File: src/hdl/sld_pkg.sv
// shared types and codes for the selection list deque
package sld_pkg;

  typedef enum logic [2:0] {
    OP_APPEND     = 3'd0,
    OP_POP_FRONT  = 3'd1,
    OP_POP_BACK   = 3'd2,
    OP_CLEAR      = 3'd3,
    OP_CHECK      = 3'd4,
    OP_READ_INDEX = 3'd5,
    OP_READ_LAST  = 3'd6
  } op_e;

  typedef enum logic [1:0] {
    STAT_OK    = 2'd0,
    STAT_EMPTY = 2'd1,
    STAT_FULL  = 2'd2,
    STAT_RANGE = 2'd3
  } status_e;

  typedef enum logic [2:0] {
    ST_IDLE,
    ST_EXEC,
    ST_READ,
    ST_SCAN,
    ST_DONE
  } state_e;

  localparam int TypeW = 8;
  localparam int IdW   = 32;
  localparam int OpW   = 3;

  typedef struct packed {
    logic [IdW-1:0]   id;
    logic [TypeW-1:0] typ;
  } entry_t;

  typedef struct packed {
    status_e          status;
    logic             found;
    logic [TypeW-1:0] read_type;
    logic [IdW-1:0]   read_id;
  } result_t;

endpackage

File: src/hdl/selection_list_deque.sv
// selection list deque: bounded ordered list of type and id pairs
//
// input channel s_axis_*: one transfer carries one operation (append, remove
// first, remove last, clear, check, read at index, read last, code 7 no-op).
// output channel m_axis_*: exactly one result transfer per input transfer,
// in order, with status, found flag, read data and the count after the op.
// one item is handled at a time; s_axis_tready is high only while idle.
// from accept, append, removes, clear and no-op pass through exec to done;
// the reads add a read state for the registered store read; a check scans the
// held entries (none on an empty list), since the scan reads the entry store through
// its single read port one entry per cycle and the compare lags each read;
// a check that hits stops early. the next item is taken once the result is
// loaded into the output register and the sequencer is back in idle.
// the result sits in an output register; if m_axis_tready stays low the
// sequencer holds its result and takes no new item until that slot frees.
// reset clears head and count, so the list starts empty; the store itself
// is not cleared and needs no clearing pass.
module selection_list_deque #(
  parameter int DEPTH = 64,
  localparam int AW = $clog2(DEPTH),
  localparam int CW = $clog2(DEPTH + 1),
  localparam int InW = 3 + 8 + 32 + AW,
  localparam int OutW = 2 + 1 + 8 + 32 + CW,
  localparam int InBytesW = ((InW + 7) / 8) * 8,
  localparam int OutBytesW = ((OutW + 7) / 8) * 8
) (
  input  logic                 clk_i,
  input  logic                 rst_ni,
  input  logic                 s_axis_tvalid,
  output logic                 s_axis_tready,
  // operation, element_type, element_id, position
  input  logic [InBytesW-1:0]  s_axis_tdata,
  output logic                 m_axis_tvalid,
  input  logic                 m_axis_tready,
  // status, found, read_type, read_id, count
  output logic [OutBytesW-1:0] m_axis_tdata
);
  import sld_pkg::*;

  op_e                  req_op;
  entry_t               req_key;
  logic [AW-1:0]        req_pos;
  logic                 res_valid;
  logic                 res_take;
  result_t              res;
  logic [CW-1:0]        count;
  logic                 wr_en;
  logic [AW-1:0]        wr_addr;
  entry_t               wr_data;
  logic                 rd_en;
  logic [AW-1:0]        rd_addr;
  entry_t               rd_data;
  logic                 out_valid_q;
  logic [OutBytesW-1:0] out_data_q;

  assign req_op      = op_e'(s_axis_tdata[OpW-1:0]);
  assign req_key.typ = s_axis_tdata[OpW +: TypeW];
  assign req_key.id  = s_axis_tdata[OpW+TypeW +: IdW];
  assign req_pos     = s_axis_tdata[OpW+TypeW+IdW +: AW];

  // output slot is free when empty or being drained this cycle
  assign res_take = !out_valid_q || m_axis_tready;

  sld_ctrl #(
    .DEPTH(DEPTH),
    .AW   (AW),
    .CW   (CW)
  ) u_ctrl (
    .clk_i      (clk_i),
    .rst_ni     (rst_ni),
    .req_valid_i(s_axis_tvalid),
    .req_ready_o(s_axis_tready),
    .req_op_i   (req_op),
    .req_key_i  (req_key),
    .req_pos_i  (req_pos),
    .res_valid_o(res_valid),
    .res_take_i (res_take),
    .res_o      (res),
    .count_o    (count),
    .wr_en_o    (wr_en),
    .wr_addr_o  (wr_addr),
    .wr_data_o  (wr_data),
    .rd_en_o    (rd_en),
    .rd_addr_o  (rd_addr),
    .rd_data_i  (rd_data)
  );

  sld_mem #(
    .DEPTH(DEPTH),
    .AW   (AW)
  ) u_mem (
    .clk_i    (clk_i),
    .wr_en_i  (wr_en),
    .wr_addr_i(wr_addr),
    .wr_data_i(wr_data),
    .rd_en_i  (rd_en),
    .rd_addr_i(rd_addr),
    .rd_data_o(rd_data)
  );

  always_ff @(posedge clk_i or negedge rst_ni) begin
    if (!rst_ni) begin
      out_valid_q <= 1'b0;
    end else if (res_take) begin
      out_valid_q <= res_valid;
    end
  end

  always_ff @(posedge clk_i) begin
    if (res_take && res_valid) begin
      out_data_q <= OutBytesW'({count, res.read_id, res.read_type, res.found,
                                res.status});
    end
  end

  assign m_axis_tvalid = out_valid_q;
  assign m_axis_tdata  = out_data_q;

endmodule

File: src/hdl/sld_mem.sv
// entry store: one write port and one registered read port
module sld_mem #(
  parameter int DEPTH = 64,
  parameter int AW    = 6
) (
  input  logic            clk_i,
  input  logic            wr_en_i,
  input  logic [AW-1:0]   wr_addr_i,
  input  sld_pkg::entry_t wr_data_i,
  input  logic            rd_en_i,
  input  logic [AW-1:0]   rd_addr_i,
  output sld_pkg::entry_t rd_data_o
);
  import sld_pkg::*;

  entry_t mem_q [DEPTH];
  entry_t rd_data_q;

  always_ff @(posedge clk_i) begin
    if (wr_en_i) begin
      mem_q[wr_addr_i] <= wr_data_i;
    end
    if (rd_en_i) begin
      rd_data_q <= mem_q[rd_addr_i];
    end
  end

  assign rd_data_o = rd_data_q;

endmodule

File: src/hdl/sld_ctrl.sv
// sequencer, head and count registers, address unit and scan compare
module sld_ctrl #(
  parameter int DEPTH = 64,
  parameter int AW    = 6,
  parameter int CW    = 7
) (
  input  logic             clk_i,
  input  logic             rst_ni,
  input  logic             req_valid_i,
  output logic             req_ready_o,
  input  sld_pkg::op_e     req_op_i,
  input  sld_pkg::entry_t  req_key_i,
  input  logic [AW-1:0]    req_pos_i,
  output logic             res_valid_o,
  input  logic             res_take_i,
  output sld_pkg::result_t res_o,
  output logic [CW-1:0]    count_o,
  output logic             wr_en_o,
  output logic [AW-1:0]    wr_addr_o,
  output sld_pkg::entry_t  wr_data_o,
  output logic             rd_en_o,
  output logic [AW-1:0]    rd_addr_o,
  input  sld_pkg::entry_t  rd_data_i
);
  import sld_pkg::*;

  localparam int SW = CW + 1;
  localparam logic [CW-1:0] DepthC = CW'(DEPTH);
  localparam logic [CW-1:0] OneC   = CW'(1);
  localparam logic [AW-1:0] LastSlot = AW'(DEPTH - 1);

  state_e        state_q, state_d;
  op_e           op_q, op_d;
  entry_t        key_q, key_d;
  logic [AW-1:0] pos_q, pos_d;
  logic [AW-1:0] head_q, head_d;
  logic [CW-1:0] count_q, count_d;
  logic [CW-1:0] scan_k_q, scan_k_d;
  logic [AW-1:0] scan_slot_q, scan_slot_d;
  logic          cmp_valid_q, cmp_valid_d;
  result_t       res_q, res_d;
  logic          hit;
  logic          empty;

  // physical slot of logical position k, circular over the store
  function automatic logic [AW-1:0] slot_of(input logic [AW-1:0] head,
                                            input logic [CW-1:0] k);
    logic [SW-1:0] s;
    s = SW'(head) + SW'(k);
    if (s >= SW'(DEPTH)) begin
      s = s - SW'(DEPTH);
    end
    return AW'(s);
  endfunction

  assign empty = (count_q == '0);
  assign hit   = cmp_valid_q && (rd_data_i == key_q);

  always_comb begin : next_state
    state_d = state_q;
    case (state_q)
      ST_IDLE: begin
        if (req_valid_i) state_d = ST_EXEC;
      end
      ST_EXEC: begin
        case (op_q)
          OP_CHECK: state_d = ST_SCAN;
          OP_READ_INDEX: begin
            if (empty || (CW'(pos_q) >= count_q)) state_d = ST_DONE;
            else state_d = ST_READ;
          end
          OP_READ_LAST: begin
            if (empty) state_d = ST_DONE;
            else state_d = ST_READ;
          end
          default: state_d = ST_DONE;
        endcase
      end
      ST_READ: state_d = ST_DONE;
      ST_SCAN: begin
        if (hit || ((scan_k_q == count_q) && !cmp_valid_q)) state_d = ST_DONE;
      end
      ST_DONE: begin
        if (res_take_i) state_d = ST_IDLE;
      end
      default: state_d = ST_IDLE;
    endcase
  end

  always_comb begin : datapath
    op_d        = op_q;
    key_d       = key_q;
    pos_d       = pos_q;
    head_d      = head_q;
    count_d     = count_q;
    scan_k_d    = scan_k_q;
    scan_slot_d = scan_slot_q;
    cmp_valid_d = cmp_valid_q;
    res_d       = res_q;
    wr_en_o     = 1'b0;
    wr_addr_o   = slot_of(head_q, count_q);
    wr_data_o   = key_q;
    rd_en_o     = 1'b0;
    rd_addr_o   = scan_slot_q;
    case (state_q)
      ST_IDLE: begin
        if (req_valid_i) begin
          op_d  = req_op_i;
          key_d = req_key_i;
          pos_d = req_pos_i;
          res_d = '0;
        end
      end
      ST_EXEC: begin
        case (op_q)
          OP_APPEND: begin
            if (count_q == DepthC) begin
              res_d.status = STAT_FULL;
            end else begin
              wr_en_o = 1'b1;
              count_d = count_q + OneC;
            end
          end
          OP_POP_FRONT: begin
            if (empty) begin
              res_d.status = STAT_EMPTY;
            end else begin
              count_d = count_q - OneC;
              head_d  = (count_q == OneC) ? '0 : slot_of(head_q, OneC);
            end
          end
          OP_POP_BACK: begin
            if (empty) begin
              res_d.status = STAT_EMPTY;
            end else begin
              count_d = count_q - OneC;
              if (count_q == OneC) head_d = '0;
            end
          end
          OP_CLEAR: begin
            count_d = '0;
            head_d  = '0;
          end
          OP_CHECK: begin
            scan_k_d    = '0;
            scan_slot_d = head_q;
            cmp_valid_d = 1'b0;
          end
          OP_READ_INDEX: begin
            if (empty) begin
              res_d.status = STAT_EMPTY;
            end else if (CW'(pos_q) >= count_q) begin
              res_d.status = STAT_RANGE;
            end else begin
              rd_en_o   = 1'b1;
              rd_addr_o = slot_of(head_q, CW'(pos_q));
            end
          end
          OP_READ_LAST: begin
            if (empty) begin
              res_d.status = STAT_EMPTY;
            end else begin
              rd_en_o   = 1'b1;
              rd_addr_o = slot_of(head_q, count_q - OneC);
            end
          end
          default: ;
        endcase
      end
      ST_READ: begin
        res_d.read_type = rd_data_i.typ;
        res_d.read_id   = rd_data_i.id;
      end
      ST_SCAN: begin
        // reads are issued one per cycle, compare lags the issue by the registered store read
        if (hit) begin
          res_d.found = 1'b1;
          cmp_valid_d = 1'b0;
        end else if (scan_k_q != count_q) begin
          rd_en_o     = 1'b1;
          rd_addr_o   = scan_slot_q;
          scan_k_d    = scan_k_q + OneC;
          scan_slot_d = (scan_slot_q == LastSlot) ? '0 : scan_slot_q + AW'(1);
          cmp_valid_d = 1'b1;
        end else begin
          cmp_valid_d = 1'b0;
        end
      end
      default: ;
    endcase
  end

  always_ff @(posedge clk_i or negedge rst_ni) begin
    if (!rst_ni) begin
      state_q     <= ST_IDLE;
      head_q      <= '0;
      count_q     <= '0;
      cmp_valid_q <= 1'b0;
    end else begin
      state_q     <= state_d;
      head_q      <= head_d;
      count_q     <= count_d;
      cmp_valid_q <= cmp_valid_d;
    end
  end

  always_ff @(posedge clk_i) begin
    op_q        <= op_d;
    key_q       <= key_d;
    pos_q       <= pos_d;
    scan_k_q    <= scan_k_d;
    scan_slot_q <= scan_slot_d;
    res_q       <= res_d;
  end

  assign req_ready_o = (state_q == ST_IDLE);
  assign res_valid_o = (state_q == ST_DONE);
  assign res_o       = res_q;
  assign count_o     = count_q;

`ifndef SYNTHESIS
  a_count_bound : assert property (@(posedge clk_i) disable iff (!rst_ni)
    count_q <= DepthC)
    else $error("entry count above depth");

  a_head_empty : assert property (@(posedge clk_i) disable iff (!rst_ni)
    (count_q == '0) |-> (head_q == '0))
    else $error("head not reset on empty list");

  a_write_append : assert property (@(posedge clk_i) disable iff (!rst_ni)
    wr_en_o |-> ((state_q == ST_EXEC) && (op_q == OP_APPEND) && (count_q != DepthC)))
    else $error("store write outside append");

  a_full_status : assert property (@(posedge clk_i) disable iff (!rst_ni)
    ((state_q == ST_DONE) && (res_q.status == STAT_FULL)) |-> (op_q == OP_APPEND))
    else $error("full status on non-append");

  a_scan_stays : assert property (@(posedge clk_i) disable iff (!rst_ni)
    ((state_q == ST_SCAN) && $past(state_q == ST_SCAN)) |-> $stable(count_q))
    else $error("count changed during scan");
`endif

endmodule
File: config.mk
export PLATFORM = sky130hd
export DESIGN_NAME = selection_list_deque
export DESIGN_NICKNAME = d
export VERILOG_FILES = /design/src/hdl/sld_pkg.sv /design/src/hdl/selection_list_deque.sv /design/src/hdl/sld_mem.sv /design/src/hdl/sld_ctrl.sv
export SDC_FILE = /design/constraint.sdc
export NUM_CORES = 2
export LEC_CHECK = 0
export BUFFER_PORTS_ARGS = -buffer_cell sky130_fd_sc_hd__buf_2
export CAP_MARGIN = 10
export CELL_PAD_IN_SITES_DETAIL_PLACEMENT = 1
export CELL_PAD_IN_SITES_GLOBAL_PLACEMENT = 2
export CORE_MARGIN = 5
export CORE_UTILIZATION = 38
export CTS_BUF_LIST = sky130_fd_sc_hd__clkbuf_4 sky130_fd_sc_hd__clkbuf_8 sky130_fd_sc_hd__clkbuf_16
export DETAILED_ROUTE_END_ITERATION = 8
export PLACE_DENSITY_LB_ADDON = 0.2
export SLEW_MARGIN = 20
export SYNTH_ARGS = -nofsm -noshare
export SYNTH_HDL_FRONTEND = slang
export SYNTH_HIERARCHICAL = 1
export SYNTH_SLANG_ARGS = --single-unit
export TNS_END_PERCENT = 10
File: constraint.sdc
create_clock -name clk_i -period 13.35 [get_ports clk_i]
set_input_delay 2.67 -clock clk_i [delete_from_list [all_inputs] [get_ports clk_i]]
set_output_delay 2.67 -clock clk_i [all_outputs]
set_load 0.005 [all_outputs]
Word level (Yosys, flattened, before mapping)
Memory sizes are Yosys's and may differ from the RTL's. A register that Yosys moved wholly into a read port is not among the register bits.
Cells that the tools add are included.
- register bits: 173
- bits in writable memories: 2560
- bits of input ports: 60
- logic and storage cells: 151
- memories: 1
- add/subtract/negate cells: 12
- $lt $le $gt $ge: 5
- eq/ne operators: 32
- muxes and demuxes: 57
- reductions and logical operators: 28
- memories (memory ; words ; bits a word ; rd ports ; clocked after Yosys merged registers in ; write ports ; line ; RTL):
    u_mem.mem_q ; 64 ; 40 ; 1 ; 1 ; 1 ; sld_mem.sv:16 ; entry_t mem_q [DEPTH];
- operators with widths (kind ; number):
    6-bit 2-to-1 mux ; 16
    40-bit one-hot mux with 2 select lines ; 1
    43-bit 2-to-1 mux ; 1
    40-bit equality test ; 1
    7-bit 2-to-1 mux ; 5
    6-bit one-hot mux with 2 select lines ; 2
    6-bit by 1-bit subtractor with 6-bit output, second input constant ; 4
    7-bit one-hot mux with 3 select lines ; 1
    6-bit one-hot mux with 3 select lines ; 1
    6-bit by 7-bit adder with 8-bit output ; 2
    8-bit by 7-bit >= comparator with 1-bit output, second input constant ; 2
    3-bit 2-to-1 mux ; 5
    3-bit one-hot mux with 5 select lines ; 1
    7-bit by 1-bit adder with 7-bit output, second input constant ; 2
    7-bit >= comparator, second input constant ; 2
    2-bit != test, second input constant ; 7
    7-bit one-hot mux with 2 select lines ; 1
    3-bit by 2-bit equality test with 1-bit output, second input constant ; 4
    3-bit equality test, second input constant ; 4
    1-bit 2-to-1 mux ; 12
    2-bit by 1-bit != test with 1-bit output, second input constant ; 5
    3-bit one-hot mux with 3 select lines ; 1
    2-bit 2-to-1 mux ; 4
    1-bit one-hot mux with 2 select lines ; 4
    other kinds (30) ; 46

Depth between registers and ports, before layout
- depth after elaboration: 7
- depth in mapped cells: 19
- depth with buffers taken out: 15

Hierarchy
Netlist, hierarchy kept.
- modules (own cells, without submodules) (module ; instances ; cells an instance ; area an instance (um^2) ; seq. area each (um^2)):
    sld_mem ; 1 ; 4406 ; 99030.0 ; 78074.9
    sld_ctrl ; 1 ; 539 ; 6408.6 ; 3578.4
    selection_list_deque ; 1 ; 61 ; 1604.0 ; 1526.5

Worst setup path after synthesis
Ideal clock, no wire load.
- path kind: register to register
- start point: register u_ctrl.count_q[1], in the netlist u_ctrl/count_o[1]
- end point: memory u_mem/mem_q[42][0] (netlist name) (enable)
- library setup time: 487 ps
- arrival time: 4778 ps
- data required time: 12863 ps
- setup slack: 8085 ps
- stages on the path, launching flop included: 10
- cells stage by stage: dfrtp_1 ha_1 a21o_1 a21oi_1 o21bai_1 a21oi_1 xnor2_1 clkbuf_1 nand4b_1 nor3_1
- elaborated cells on any way between the ends: 10
- those cells by class: 2 x add/sub; 1 x order compare; 1 x eq/ne; 6 x mux
- RTL lines (item ; line ; RTL):
    from (decl) ; sld_ctrl.sv:37 ; logic [CW-1:0] count_q, count_d;
    from (signal assigned) ; sld_ctrl.sv:202 ; count_q <= count_d;
    6-bit by 7-bit adder with 8-bit output * ; sld_ctrl.sv:49 ; s = SW'(head) + SW'(k);
    8-bit by 7-bit >= comparator with 1-bit output / 6-bit by 1-bit subtractor with 6-bit output (equally long branches) ; sld_ctrl.sv:50, sld_ctrl.sv:51 ;
    6-bit 2-to-1 mux * ; sld_ctrl.sv:50 ; if (s >= SW'(DEPTH)) begin
    named net wr_addr[5] ; selection_list_deque.sv:48 ; logic [AW-1:0] wr_addr;
    to (decl) ; sld_mem.sv:16 ;
The timed path passes the listed nets; every way through them passes the cells marked *.

Worst setup path after layout
- start point: register u_ctrl.count_q[4], in the netlist u_ctrl/count_o[4]
- end point: register u_mem/rd_data_o[31] (netlist name)
- word-level cells in the longest chain between the ends: 7
- elaborated cells on any way between the ends: 20
- those cells by class: 3 x add/sub; 2 x order compare; 1 x eq/ne; 13 x mux; 1 x reduce/logical
- ends and longest elaborated chain (item ; line ; RTL):
    7-bit by 1-bit subtractor with 7-bit output ; sld_ctrl.sv:164 ; rd_addr_o = slot_of(head_q, count_q - OneC);
    6-bit by 7-bit adder with 8-bit output ; sld_ctrl.sv:49 ;
    8-bit by 7-bit >= comparator with 1-bit output ; sld_ctrl.sv:50 ;
    6-bit 2-to-1 mux ; sld_ctrl.sv:50 ;
    6-bit 2-to-1 mux ; sld_ctrl.sv:160 ; if (empty) begin
    6-bit one-hot mux with 2 select lines * ; sld_ctrl.sv:115 ; case (op_q)
    6-bit 2-to-1 mux * ; - ;
    named net rd_addr[1] ; selection_list_deque.sv:51 ; logic [AW-1:0] rd_addr;
Marks and branches as above.
A chain may end at the register's enable or synchronous reset.

==> results.ini <==
[global_route]
overflow = 0
antenna_found_initial = 18
grt_max_degree = 122
use_met3 = 0.03131
grtUsageMet1 = 0.3332
grt.met2_usage = 0.3706
grt.total_usage = 0.2310
grt_pass1_vias = 56041
grt_pass1_wl_mm = 470.6
busiest_layer = met2

[clock_tree]
postCtsSetupRepairBufs = 0
clock-root-buffer = clkbuf_16
cts.sink_count = 2773
clkLatencyLatePin_ps = 910
ctsResizeCount = 0
numCtsBuffers = 307
htree_levels = 5
cts_tree = yes
clockBufferDepth = 4
postCtsHoldBufs = 0
clk_pin_slew_ps = 60

[timing]
finalSetupTns_ps = 0
fin_crit_ps = 7021
timing.hold.ws_ps = 418.1
relSlewSlack = 0.1833
fmax_mhz = 142.4
rsz0062_at_grt = no
post-route-period-util = 0.5259
finalSetupViolCount = 0
finalClockSkew_ps = 71.25
drv_slew = 0
worst_slew_pin_slew_ps = 1225
hold_viol = 0

[worst_setup_path]
r2r_slack_ps = 6330
worstSetupStartpointType = flip-flop
critical_path_buf_inv_count = 4
critPathArrivalTime_ps = 7650
crit_family = buffers and inverters
required_ps = 13980
critPathMostFrequentCell = buf_4
cp_slowest_cell = dfrtp_1
criticalPathCategory = flip-flop to flip-flop
crit_chain = inv_1 -> ha_1 -> and4b_1 -> a2111oi_4 -> nand2_1 -> o22ai_1 -> a22o_4 -> buf_4 -> buf_4 -> buf_4 -> mux4_2 -> nor2b_1 -> a211oi_1 -> o22ai_1 -> and3_1
cpPeakStageDelay_ps = 790
crit_path_max_fanout = 42
end_kind = flip-flop

[yosys]
yosysMostFrequentCell = edfxtp_1
netlist_instances = 5006
synthArstFlopShare = 0.006491
netlist.top_cell.by_area = edfxtp_1
yosysTopAreaCellShare = 0.7729
ys_ff_latch = 2773
ys_seq_area_frac = 0.7771
synth_top_flop_cell = edfxtp_1
synth.distinct_cells = 75
syn_area_um2 = 107000
syn_avg_cell_area_um2 = 21.38
synth_edf_count = 2755
synth_area_leaders = edfxtp_1 (77%), mux4_2 (11%), mux2i_1 (1.8%)
ys_top_cells_by_count = edfxtp_1 (2755), mux4_2 (546), mux2i_1 (196)
yosys_warnings = 6

[pwr]
finalPower_mw = 23.44
ir_drop_mv = 0.1192
combPwrFrac = 0.196
p_seq_frac = 0.448
power.switching_mw = 6.734
power_frac_clock = 0.356
swShare = 0.2873
p_leak_nw = 38.67
power_density_nw_per_um2 = 190.9
intPower_mw = 16.70

[routing]
wl_per_cell_um = 36.90
first_pass_iters = 5
final_antenna_net_count = 0
vias = 55281
drt_iter0_drc = 6728
routed_via_density = 5.938
drc_errors = 0
wirelength_mm = 343.5

[layout]
num-nets-final = 5427
area_delta_synth_final_pct = 14.67
design_area_um2 = 122700
drive_gt1_frac = 0.2720
instances_no_fill = 9309

[floorplanning]
die_height_um = 540.7
rows = 194
die_area_um2 = 292400
initial_core_util = 0.3825
coreArea_um2 = 279900
ios = 118
die_x_um = 540.7

[place]
gp_congestion = 0.7878
port_buffers = 104
hpwl_mm = 183.9
dpl_cell_area_um2 = 112900
placedCellCount = 8751

[worst_hold_path]
worstHoldPathType = flip-flop to flip-flop

[outcome]
status = completed

[flow_run]
drv_cap = 0

==> stage by stage <==
step,utilization,setup slack [ps]
after floorplan,-,8085
after global placement,0.4033,6347
after detailed placement,0.4033,6352
after CTS,0.4385,6363
after global routing,0.4385,5986
final,0.4386,6329
==> cells by family after synthesis <==
kind of cell	share of synthesized area
AOI/OAI and AO/OA	0.03131
xor gates and xnor gates	0.005728
adders and majority gates	0.003834
buffers and inverters	0.01528
DFF	0.7771
muxes	0.1412
other	0.00003503
and+or+nand+nor	0.02554
==> flip-flops by register name, indices dropped and copies added, names as in the netlist <==
signal	count
u_ctrl/scan_slot_q	6
u_ctrl/scan_k_q	7
u_ctrl/pos_q	6
u_ctrl/op_q	3
u_mem/rd_data_o	40
u_ctrl/head_q	6
u_ctrl/cmp_valid_q	1
u_mem/mem_q	2560
m_axis_tvalid	1
u_ctrl/res_o	43
u_ctrl/count_o	7
u_ctrl/state_q	3
u_ctrl/wr_data_o	40
m_axis_tdata	50
==> final cells by class <==
class                           count  area [um2]
Clock inverter                    165        1514
Fill cell                       25730      157100
Multi-Input combinational cell   1929       22870
Clock buffer                      386        8334
Tap cell                         3724        4659
Timing Repair Buffer              297        2069
Sequential cell                  2773       83180
Inverter                           28       106.4
Antenna cell                        7       17.52
==> cells in the final DEF (no fill, tap or decap), drive strengths merged, types with 14 or more instances in the layout <==
cell	instances
bufinv	18
edfxtp	2755
o21ai	47
mux2	76
o221ai	42
mux2i	196
nand3	94
buf	297
a22oi	64
clkinv	129
a211oi	31
a221o	32
xnor2	50
dfrtp	18
nand2b	15
and2	43
and3	16
nor2b	29
nand2	123
nor2	112
o22ai	110
clkbuf	386
o211ai	14
nand4	61
inv	41
nor3	19
mux4	546
a21oi	40
ha	28
xor2	20
==> worst reg2reg max path, delay by kind of cell, from the launching register on <==
family                     cells  cell delay [ps]
buffers and inverters          4             2390
adders and majority gates      1              370
DFF                            1              790
AOI/OAI and AO/OA              5             1990
muxes                          1              460
and+or+nand+nor                4              810
==> power by group through the flow <==
stage | sequential (mW) | combinational (mW) | clock (mW)
floorplan | 10.8 | 2.71 | 0
global placement | 10.7 | 4.58 | 0
detailed placement | 10.7 | 4.65 | 0
CTS | 10.5 | 4.66 | 8.52
global route | 10.5 | 4.87 | 8.91
finish | 10.5 | 4.60 | 8.34
==> final timing paths <==
check / cells after the start / start / end
worst max-delay path: 15 / u_ctrl/count_o[4] / u_mem/rd_data_o[31]
min in group asynchronous: 1 / rst_ni / u_ctrl/count_o[1]
worst min-delay path: 0 / u_ctrl/res_o[3] / m_axis_tdata[14]
worst max register to register: 15 / u_ctrl/count_o[4] / u_mem/rd_data_o[31]
max in group asynchronous: 1 / rst_ni / u_ctrl/state_q[1]
worst min register to register: 0 / u_ctrl/res_o[3] / m_axis_tdata[14]
==> routing by layer <==
layer,part of all wire,vias to the layer above
met5,0,-
met3,0.067,477
met1,0.43,30910
li1,-,21712
met4,0.031,0
met2,0.47,2182
(Power assumes the default switching activity.)
